[src/sv/bda_pkg.sv]
// Shared constants and types for the binary to decimal ASCII converter.
package bda_pkg;

  localparam int unsigned VALUE_W     = 32;
  localparam int unsigned CHAR_W      = 7;
  localparam int unsigned DIGIT_W     = 4;
  localparam int unsigned STORE_DEPTH = 10;
  localparam int unsigned CNT_W       = 4;
  localparam int unsigned IDX_W       = $clog2(STORE_DEPTH);
  localparam int unsigned QUEUE_DEPTH = 2;

  localparam logic [CHAR_W-1:0] CHR_ZERO  = 7'd48;
  localparam logic [CHAR_W-1:0] CHR_MINUS = 7'd45;

  // floor(x / 10) == (x * RECIP_TEN) >> DIV_SHIFT for every 32-bit x.
  localparam logic [VALUE_W-1:0] RECIP_TEN = 32'hCCCC_CCCD;
  localparam int unsigned        DIV_SHIFT = 35;
  localparam int unsigned        QUO_W     = 2*VALUE_W - DIV_SHIFT;

  typedef struct packed {
    logic               neg;
    logic [VALUE_W-1:0] mag;
  } job_t;

  typedef enum logic [2:0] {
    S_IDLE = 3'b001,
    S_CONV = 3'b010,
    S_EMIT = 3'b100
  } back_state_t;

endpackage

[src/sv/bda_if.sv]
// Handshake channel interfaces for the converter's input and result sides.
interface bda_in_if;
  import bda_pkg::*;
  logic               valid;
  logic               ready;
  logic [VALUE_W-1:0] value;
  logic               signed_mode;

  modport source (output valid, output value, output signed_mode, input ready);
  modport sink   (input valid, input value, input signed_mode, output ready);
endinterface


[src/sv/bda_front.sv]
// Front end: accepts words, splits them into sign and magnitude, and queues them.
module bda_front
  import bda_pkg::*;
#(
  parameter int unsigned QDEPTH = QUEUE_DEPTH
) (
  input  logic        clk,
  input  logic        rst_n,
  bda_in_if.sink      in_chan,
  output logic        job_valid,
  output job_t        job,
  input  logic        job_pop
);

  localparam int unsigned PTR_W = (QDEPTH > 1) ? $clog2(QDEPTH) : 1;
  localparam int unsigned CNT_QW = $clog2(QDEPTH + 1);

  job_t              mem_r [QDEPTH];
  logic [PTR_W-1:0]  wr_ptr_r, wr_ptr_nxt;
  logic [PTR_W-1:0]  rd_ptr_r, rd_ptr_nxt;
  logic [CNT_QW-1:0] count_r, count_nxt;
  logic              push, pop;
  job_t              new_job;

  // A negative two's complement word is replaced by its magnitude modulo 2^32.
  always_comb begin
    new_job.neg = in_chan.signed_mode & in_chan.value[VALUE_W-1];
    new_job.mag = new_job.neg ? (~in_chan.value + VALUE_W'(1)) : in_chan.value;
  end

  assign in_chan.ready = (count_r != CNT_QW'(QDEPTH));
  assign push          = in_chan.valid & in_chan.ready;
  assign job_valid     = (count_r != '0);
  assign pop           = job_pop & job_valid;
  assign job           = mem_r[rd_ptr_r];

  always_comb begin
    wr_ptr_nxt = wr_ptr_r;
    rd_ptr_nxt = rd_ptr_r;
    if (push) begin
      wr_ptr_nxt = (wr_ptr_r == PTR_W'(QDEPTH - 1)) ? '0 : wr_ptr_r + PTR_W'(1);
    end
    if (pop) begin
      rd_ptr_nxt = (rd_ptr_r == PTR_W'(QDEPTH - 1)) ? '0 : rd_ptr_r + PTR_W'(1);
    end
    count_nxt = count_r + CNT_QW'(push) - CNT_QW'(pop);
  end

  always_ff @(posedge clk) begin
    if (!rst_n) begin
      wr_ptr_r <= '0;
      rd_ptr_r <= '0;
      count_r  <= '0;
    end else begin
      wr_ptr_r <= wr_ptr_nxt;
      rd_ptr_r <= rd_ptr_nxt;
      count_r  <= count_nxt;
    end
  end

  always_ff @(posedge clk) begin
    if (push) begin
      mem_r[wr_ptr_r] <= new_job;
    end
  end

  a_count_bound: assert property (@(posedge clk) disable iff (!rst_n)
    count_r <= CNT_QW'(QDEPTH))
    else $error("queue count exceeds its depth");

  a_count_track: assert property (@(posedge clk) disable iff (!rst_n)
    (push && !pop) |=> count_r == $past(count_r) + CNT_QW'(1))
    else $error("queue count missed a push");

  a_ptr_match: assert property (@(posedge clk) disable iff (!rst_n)
    (count_r == '0) |-> wr_ptr_r == rd_ptr_r)
    else $error("empty queue with unequal pointers");

endmodule

[src/flat_wrapper.sv]
// flat-port wrapper written by rule: the top's interface ports become plain ports
module bda_front_flat import bda_pkg::*;
#(
  parameter int unsigned QDEPTH = QUEUE_DEPTH
)
  (clk, rst_n, job_valid, job, job_pop, in_chan_valid, in_chan_value, in_chan_signed_mode, in_chan_ready);
  bda_in_if in_chan_i ();
  input  logic clk;
  input  logic rst_n;
  output logic job_valid;
  output job_t job;
  input  logic job_pop;
  input wire logic [$bits(in_chan_i.valid)-1:0] in_chan_valid;
  input wire logic [$bits(in_chan_i.value)-1:0] in_chan_value;
  input wire logic [$bits(in_chan_i.signed_mode)-1:0] in_chan_signed_mode;
  output wire logic [$bits(in_chan_i.ready)-1:0] in_chan_ready;
  assign in_chan_i.valid = in_chan_valid;
  assign in_chan_i.value = in_chan_value;
  assign in_chan_i.signed_mode = in_chan_signed_mode;
  assign in_chan_ready = in_chan_i.ready;
  bda_front #(.QDEPTH(QDEPTH)) u_core (.clk(clk), .rst_n(rst_n), .in_chan(in_chan_i), .job_valid(job_valid), .job(job), .job_pop(job_pop));
endmodule
[config.mk]
export PLATFORM = sky130hd
export DESIGN_NAME = bda_front_flat
export DESIGN_NICKNAME = d
export VERILOG_FILES = /design/src/sv/bda_pkg.sv /design/src/sv/bda_if.sv /design/src/sv/bda_front.sv /design/src/flat_wrapper.sv
export SDC_FILE = /design/constraint.sdc
export NUM_CORES = 1
export LEC_CHECK = 0
export BUFFER_PORTS_ARGS = -buffer_cell sky130_fd_sc_hd__buf_4
export CAP_MARGIN = 20
export CORE_MARGIN = 4
export CORE_UTILIZATION = 25
export CTS_BUF_LIST = sky130_fd_sc_hd__clkbuf_4
export DETAILED_ROUTE_END_ITERATION = 12
export GPL_TIMING_DRIVEN = 1
export SKIP_CTS_REPAIR_TIMING = 1
export SYNTH_ARGS = -nofsm -noshare
export SYNTH_HDL_FRONTEND = slang
export SYNTH_SLANG_ARGS = --single-unit
[constraint.sdc]
create_clock -name clk -period 3.2 [get_ports clk]
set_input_delay 0.48 -clock clk [delete_from_list [all_inputs] [get_ports clk]]
set_output_delay 0.48 -clock clk [all_outputs]
set_load 0.02 [all_outputs]
Yosys cells after proc, flatten, opt, wreduce, memory -nomap -nowiden
Memories as Yosys holds them, arrays and structs flattened. A register that Yosys moved wholly into a read port is not among the register bits.
Cells that the tools add are included.
{"block": "classes", "addsub": 5, "n_mul": 0, "n_div": 0, "order_cmp": 0, "n_eq_ne": 1, "shifts": 0, "muxes": 7, "bitwise": 4, "reduce_logical": 1}
{"op": "$add A32 B1 Y32 const B", "n": 1}
{"op": "$mux W32", "n": 1}
{"op": "$not A32 Y32", "n": 1}
{"op": "$mux W1", "n": 6}
{"op": "$and A1 B1 Y1", "n": 3}
{"op": "$add A1 B1 Y1 const B", "n": 2}
{"op": "$add A2 B1 Y2", "n": 1}
{"op": "$ne A2 B2 Y1 const B", "n": 1}
{"op": "$reduce_bool A2 Y1", "n": 1}
{"op": "$sub A2 B1 Y2", "n": 1}
{"block": "totals", "register_bits": 4, "latch_bits": 0, "mem_bits_rw": 66, "mem_bits_ro": 0, "in_bits": 37, "out_inout_bits": 35, "wordCells": 22, "n_memories": 1}
{"name": "u_core.mem_r", "words": 2, "width": 33, "rd": 1, "rd_clocked_by_memory_dff": 1, "wr": 1, "line": "bda_front.sv:18", "source": "job_t mem_r [QDEPTH];"}

Longest topological paths before layout
Gate-level depths: netlist of run 1.
{"block": "depth", "ltp_word": 4, "ltp_mapped": 8, "mapped_depth_nobuf": 8}

Least setup slack after synthesis of run 1
Ideal clock, no wire load.
{"block": "synth_timing", "path_type": "flip-flop to flip-flop", "from": "reg u_core.count_r[0]", "to": "mem u_core.mem_r[0][0] (netlist name), enable pin", "setup_time_ns": 0.423, "t_arrival_ns": 2.117, "t_required_ns": 2.777, "path_slack_ns": 0.660, "stages_incl_launch_ff": 4, "path_buffers": 0, "period_less_slack_ns": 2.540, "path_cell_list": "dfxtp_1 > nand2b_1 > nand2_1 > nor2_1"}
{"block": "synth_between", "elab_chain_cells": 4}
{"item": "from (decl)", "line": "bda_front.sv:21", "source": "logic [CNT_QW-1:0] count_r, count_nxt;"}
{"item": "from (signal assigned)", "line": "bda_front.sv:57", "source": "count_r <= count_nxt;"}
{"item": "$ne A2 B2 Y1", "line": "bda_front.sv:31", "source": "assign in_chan.ready = (count_r != CNT_QW'(QDEPTH));"}
{"item": "named net in_chan_ready", "line": "flat_wrapper.sv:16", "source": "output wire logic [$bits(in_chan_i.ready)-1:0] in_chan_ready;"}
{"item": "$and A1 B1 Y1", "line": "bda_front.sv:32", "source": "assign push = in_chan.valid & in_chan.ready;"}
{"item": "$mux W1", "line": "bda_front.sv:62", "source": "if (push) begin"}
{"item": "$mux W1 (implied by the code)", "line": "bda_front.sv:63", "source": "mem_r[wr_ptr_r] <= new_job;"}
{"item": "to (decl)", "line": "bda_front.sv:18"}
The timed path passes the listed nets, and every way through them passes these cells.

==> reports/summary.txt, run 1 <==
antenna violations before repair = 0
post-layout util = 0.328
standard-cell rows = 41
Worst Setup Path Type = reg2out
Yosys warnings = 0
register area share after synthesis = 0.623
filler cell count = 1315
first-pass GRT wire length = 11500 µm
Area after DPL = 4090 µm²
hold wc startpoint = rst_n
reg2reg end = u_core.mem_r[0][6]
number of remaining DRC errors = 0
grt total ovfl = 0
area share of the leading cell type in the synthesized netlist = 0.593
leakage power total = 0.00156 µW
largest net degree at the start of global routing = 34
Max VDD drop = 0.000366 V
die extent in y = 124 µm
synthesized area per cell = 14.2 µm²
GRT Total Usage = 0.101
die area = 15300 µm²
Layout area overhead = 25.8%
reg2reg start = u_core.count_r[0]
WHS Path Cells = 2
Final Hold Viols = 0
Die Width = 124 µm
pwr dens = 668 nW/µm²
crit path capture type = output pin
Vias = 2176
share of layout cells above drive strength 1 = 0.417
starting density of the core = 0.260
htree depth = 3
fmax = 0.450 GHz
Hold Crit Class = in2reg
vias per cell = 4.43
root buf cell = clkbuf_4
final max-slew violation count = 0
Max Cap Violations = 0
Skew-Pair Late Insertion Delay = 0.41 ns
WL/cell = 15.4 µm
Reg2Reg Depth = 4
Longest Clk Path Bufs = 2
Distinct cells, synth = 36
# nets final = 354
final RePlAce weighted congestion = 0.762
final WL = 7580 µm
synthesized instance count = 235
Total Neg Setup Slack = 0 ns
period utilisation layout = 0.694
Synth area leader = edfxtp_1
Least-Margin Pin Slew = 0.856 ns
Num CTS Buffers = 9
clk slew on worst S/H paths = 0.12 ns
Worst Hold End = u_core.count_r[0]
Setup violations, final = 0
Post-Synthesis Net Count = 275
final instance area = 4200 µm²
Period minus WS final = 2.22 ns
Syn Std Cell Area = 3340 µm²
CTS tree = built
Design Power = 2810 µW
unrepaired setup endpoints after global routing = false
vias in the first global route = 2246
Port Buf Inserts = 71
Seq cells post-synth = 71
synth top area cells = edfxtp_1 59%, mux2_2 11%, xor2_1 5.0%, xnor2_1 3.7%, dfxtp_1 3.0%
core box area = 12800 µm²
num ports = 72
Antenna Violating Nets Remaining = 0
Diodes inserted = 0
Arr. time, crit path = 1.74 ns
outcome = complete, no violations
Worst Skew = 0.0188 ns
drt first-iter violations = 108
flop2flop setup slack = 1.28 ns
DP HPWL = 5450 µm
Slew headroom = 0.428
Worst EP required = 2.72 ns
Pre-Repair DR Iteration Count = 5
TritonCTS Sinks = 71
Max FO, Critical Path = 33
nature of the critical path startpoint = register
[flip-flops by register name, summed over array words and instances, names as in the netlist, named ones only]
name,cells
u_core.count_r,2
u_core.mem_r,66
u_core.wr_ptr_r,1
u_core.rd_ptr_r,1
[power breakdown]
part | switching (µW) | internal (µW) | leakage, µW | total [µW]
clock | 315 | 164 | 0.0000598 | 480
combinational | 589 | 485 | 0.000839 | 1070
sequential | 39.4 | 1220 | 0.000658 | 1250
[layout make-up]
cell class / instances / area, µm² / share of cell area
sequential: 71 / 2080 / 0.495
multi-input combinational: 148 / 1190 / 0.284
timing repair buffer: 76 / 571 / 0.136
tap: 172 / 215 / 0.0512
clock buffer: 10 / 75.1 / 0.0179
clock inverter: 6 / 37.5 / 0.00893
inverter: 8 / 30.0 / 0.00714
[how the worst max path moves through the flow]
stage,start,end,depth (start not counted)
2_1_floorplan,u_core.count_r[0],u_core.mem_r[0][0],3
3_3_place_gp,in_chan_value[4],u_core.mem_r[0][30],5
3_5_place_dp,in_chan_value[13],u_core.mem_r[0][30],5
4_1_cts,register,job[28],3
5_1_grt,register,job[27],3
6_report,register,job[27],3
[Yosys cell counts]
master    instances
edfxtp_1         66
mux2_2           33
xor2_1           19
nor2_1           16
xnor2_1          14
a21oi_1           9
inv_1             8
a31oi_1           6
and2_1            6
nand2_1           6
clkbuf_1          5
dfxtp_1           5
nor3_1            4
o21ai_0           4
ha_1              3
nor4_1            3
o31ai_1           3
a41oi_1           2
and4_2            2
nand2b_1          2
nor2b_1           2
nor4_4            2
or2_2             2
a21boi_0          1
and3_1            1
and4b_1           1
buf_2             1
buf_4             1
buf_6             1
nand4_1           1
nand4_2           1
nand4b_1          1
nor4_2            1
o21a_1            1
o41ai_1           1
or3_1             1
[kinds of logic (layout without fill, tap and decap cells)]
group                    after synthesis  count (layout)  synth area share
buffers and inverters                 16             100            0.0217
AND/OR/NAND/NOR                       52              52            0.0963
flip-flops                            71              71             0.623
XOR/XNOR                              33              33            0.0865
adder cells (fa/ha/maj)                3               3            0.0112
multiplexers                          33              33             0.111
AO/OA/AOI/OAI                         27              27            0.0498
[per-layer routing]
layer | GRT usage | wire (µm)
met1 | 0.125 | 3230
met5 | 0 | 0
met3 | 0.0381 | 691
met4 | 0.0311 | 91
met2 | 0.165 | 3570
[placed cells by master, fill, tap and decap left out, types with 2 or more instances in the layout]
cell	n
or2_2	2
nand2b_1	2
clkinv_2	2
inv_1	8
clkinvlp_4	2
o31ai_1	3
a41oi_1	2
o21ai_0	4
nor3_1	4
xnor2_1	14
nor4_1	3
edfxtp_1	66
a31oi_1	6
a21oi_1	9
nor2b_1	2
and2_1	6
nor2_1	15
mux2_2	33
and4_2	2
xor2_1	19
dfxtp_1	5
clkbuf_4	10
nor4_4	2
ha_1	3
buf_4	76
nand2_1	6
[worst max-delay path: stages, from the launching register on]
cell	delay (ns)
dfxtp_1	0.33
buf_4	0.41
mux2_2	0.42
buf_4	0.16
[stage by stage]
stage	instances	worst slack, ns	hold WS (ns)
detailed placement	475	1.17	0.535
CTS	491	0.916	0.265
finish	491	0.979	0.292
floorplan	235	0.660	0.504
global route	491	0.827	0.256
global placement	475	1.20	0.522
(Power assumes the default switching activity.)
==> inputs of run 2 (changes only) <==
ABC_AREA = 1   (was unset)
clock period = 2.2 ns   (was 3.2 ns; I/O delays follow)
==> run 2 against run 1 <==
  * Setup slack lost 0.72 ns
  * Critical path depth unchanged
  * Non-clock buffer count up 1
  * Synthesized cell count increased by 52%
  * Critical path type unchanged
  * Largest cell class unchanged
==> reports/summary.txt, run 2 <==
htree depth = 3 (unchanged)
Sw Share = 0.317 (was 0.336)
internal power = 2810 µW (was 1860 µW)
Vias = 2684 (was 2176)
pwr dens = 861 nW/µm² (was 668 nW/µm²)
nature of the critical path startpoint = register (unchanged)
standard-cell rows = 45 (was 41)
Total Neg Setup Slack = 0 ns (unchanged)
Skew-Pair Late Insertion Delay = 0.43 ns (was 0.41 ns)
Comb pwr share = 0.345 (was 0.382)
Setup WS pre-CTS = 0.519 ns (was 1.17 ns)
synth top area cells = edfxtp_1 51%, mux2_2 9.6%, nand2_1 8.1%, nor2_4 5.0%, nor2_1 3.3% (was edfxtp_1 59%, mux2_2 11%, xor2_1 5.0%, xnor2_1 3.7%, dfxtp_1 3.0%)
Clk pwr share = 0.223 (was 0.171)
Period minus WS final = 1.94 ns
Max VDD drop = 0.000248 V (was 0.000366 V)
largest net degree at the start of global routing = 26 (was 34)
Least-Margin Pin Slew = 0.310 ns (was 0.856 ns)
met2 Track Usage GR = 0.171 (was 0.165)
synthesized instance count = 358 (was 235)
TritonCTS Sinks = 71 (unchanged)
Hold Crit Class = in2reg (unchanged)
Max Cap Violations = 0 (unchanged)
CP Cell Sequence = buf_4, mux2_2, buf_4 (unchanged)
final RePlAce weighted congestion = 0.866 (was 0.762)
Most common cell on crit path = buf_4 (unchanged)
num ports = 72 (unchanged)
top cells by count, synth = 83 x nand2_1, 66 x edfxtp_1, 34 x nor2_1, 33 x mux2_2, 28 x inv_1 (was 66 x edfxtp_1, 33 x mux2_2, 19 x xor2_1, 16 x nor2_1, 14 x xnor2_1)
Slew headroom = 0.793 (was 0.428)
power share of the sequential group = 0.432 (was 0.447)
share of layout cells above drive strength 1 = 0.394 (was 0.417)
starting density of the core = 0.254 (was 0.260)
commonest cells after routing, fill and taps aside = 83 x nand2_1, 77 x buf_4, 66 x edfxtp_1 (was 76 x buf_4, 66 x edfxtp_1, 33 x mux2_2)
Worst Skew = 0.0115 ns (was 0.0188 ns)
Synth async-reset ratio = 0 (unchanged)
Post-Synthesis Net Count = 398 (was 275)
die area = 17500 µm² (was 15300 µm²)
Port Buf Inserts = 71 (unchanged)
Max FO, Critical Path = 19 (was 33)
Distinct cells, synth = 28 (was 36)
Num CTS Buffers = 9 (unchanged)
grt total ovfl = 0 (unchanged)
Arr. time, crit path = 1.61 ns (was 1.74 ns)
clk slew on worst S/H paths = 0.11 ns (was 0.12 ns)
Setup violations, final = 0 (unchanged)
Synth area leader = edfxtp_1 (unchanged)
unrepaired setup endpoints after global routing = false (unchanged)
drt first-iter violations = 101 (was 108)
DP HPWL = 7100 µm (was 5450 µm)
Longest Clk Path Bufs = 2 (unchanged)
Layout area overhead = 23.9% (was 25.8%)
number of remaining DRC errors = 0 (unchanged)
largest registers = u_core.mem_r (66), u_core.count_r (2) (unchanged)
highest-delay cell along the critical path = mux2_2 (unchanged)
Worst EP required = 1.87 ns (was 2.72 ns)
period utilisation layout = 0.882
flip-flop count of the largest register after layout = 66 (unchanged)
Yosys warnings = 0 (unchanged)
vias in the first global route = 2713 (was 2246)
crit path capture type = output pin (unchanged)
most common cell in the netlist = nand2_1 (was edfxtp_1)
area share of the leading cell type in the synthesized netlist = 0.514 (was 0.593)
final worst slack = 0.259 ns (was 0.979 ns)
Area after DPL = 4610 µm² (was 4090 µm²)
WL/cell = 14.0 µm (was 15.4 µm)
GRT Total Usage = 0.105 (was 0.101)
ys flop type = edfxtp_1 (unchanged)
Psw = 1300 µW (was 944 µW)
outcome = complete, no violations (unchanged)
vias per cell = 4.24 (was 4.43)
Seq cells post-synth = 71 (unchanged)
Top reg by flops = u_core.mem_r (unchanged)
# nets final = 479 (was 354)
met3 GRT Util = 0.0378 (was 0.0381)
CP max stage delay = 0.39 ns (was 0.42 ns)
CTS tree = built (unchanged)
Worst Setup Path Type = reg2out (unchanged)
core box area = 15100 µm² (was 12800 µm²)
Pre-Repair DR Iteration Count = 5 (unchanged)
Die Width = 132 µm (was 124 µm)
register area share after synthesis = 0.540 (was 0.623)
GRT busiest layer = met2 (unchanged)
Final Hold Viols = 0 (unchanged)
commonest non-fill, non-tap cell in the layout = nand2_1 (was buf_4)
root buf cell = clkbuf_4 (unchanged)
final WL = 8830 µm (was 7580 µm)
first-pass GRT wire length = 14200 µm (was 11500 µm)
die extent in y = 132 µm (was 124 µm)
synthesized area per cell = 10.8 µm² (was 14.2 µm²)
Antenna Violating Nets Remaining = 0 (unchanged)
leakage power total = 0.00192 µW (was 0.00156 µW)
fmax = 0.515 GHz
Post-synth EDFFs = 66 (unchanged)
met1 usage in global routing = 0.121 (was 0.125)
final instance area = 4770 µm² (was 4200 µm²)
antenna violations before repair = 1 (was 0)
final max-slew violation count = 0 (unchanged)
Syn Std Cell Area = 3850 µm² (was 3340 µm²)
[run 2: changes by cell type after synthesis, moves of 11 or more]
cell,change
inv_1,+20
nand2_1,+77
nand3_1,+16
nor2_1,+18
nor2_4,+17
xor2_1,-11
[run 2: final cells by class]
cell class / instances / area, µm²
Clock inverter: 6 / 83.8
Timing Repair Buffer: 77 / 578
Clock buffer: 10 / 75.1
Antenna cell: 1 / 2.50
Fill cell: 1567 / 10400
Tap cell: 188 / 235
Inverter: 30 / 115
Sequential cell: 71 / 2080
Multi-Input combinational cell: 250 / 1600
[run 2: metrics by stage]
stage                     utilization  total power (µW)  hold WS (ns)  std cells
after global placement          0.305              3240         0.436        616
after floorplan                     -              2680         0.423        358
after CTS                       0.315              4190        0.0577        632
after detailed placement        0.305              3260         0.455        616
final                           0.315              4110        0.0967        633
after global routing            0.315              4360        0.0715        633
[run 2: critical path, delay by kind of cell, from the launching register on]
| family | cells | cell delay (ns) |
|---|---|---|
| buf+inv | 2 | 0.43 |
| mux | 1 | 0.39 |
| flops | 1 | 0.35 |
[run 2: per-layer routing]
| layer | vias to the layer above | share of wire |
|---|---|---|
| li1 | 1366 | - |
| met1 | 1231 | 0.43 |
| met2 | 72 | 0.48 |
| met3 | 15 | 0.064 |
| met4 | 0 | 0.028 |
| met5 | - | 0 |
[run 2: kinds of logic after synthesis]
group | synth area share
adder cells (fa/ha/maj) | 0.00974
AND/OR/NAND/NOR | 0.235
XOR/XNOR | 0.0341
AO/OA/AOI/OAI | 0.0387
flip-flops | 0.540
multiplexers | 0.0965
buffers and inverters | 0.0451
[run 2: path summary, 6_finish.rpt]
path / slack, ns / start / to / cells after the start
setup / recovery: 0.26 / register / job[6] / 3
hold / removal: 0.1 / in_chan_value[0] / u_core.mem_r[0][0] / 1
setup reg to reg: 0.61 / u_core.count_r[0] / u_core.count_r[1] / 10
hold reg to reg: 0.48 / u_core.rd_ptr_r / u_core.rd_ptr_r / 1
[run 2: power by group through the flow]
stage	combinational [µW]	sequential, µW	clock (µW)
2_1_floorplan	888	1800	0
3_3_place_gp	1440	1800	0
3_5_place_dp	1450	1810	0
4_1_cts	1460	1780	953
5_1_grt	1560	1800	1010
6_report	1420	1770	918
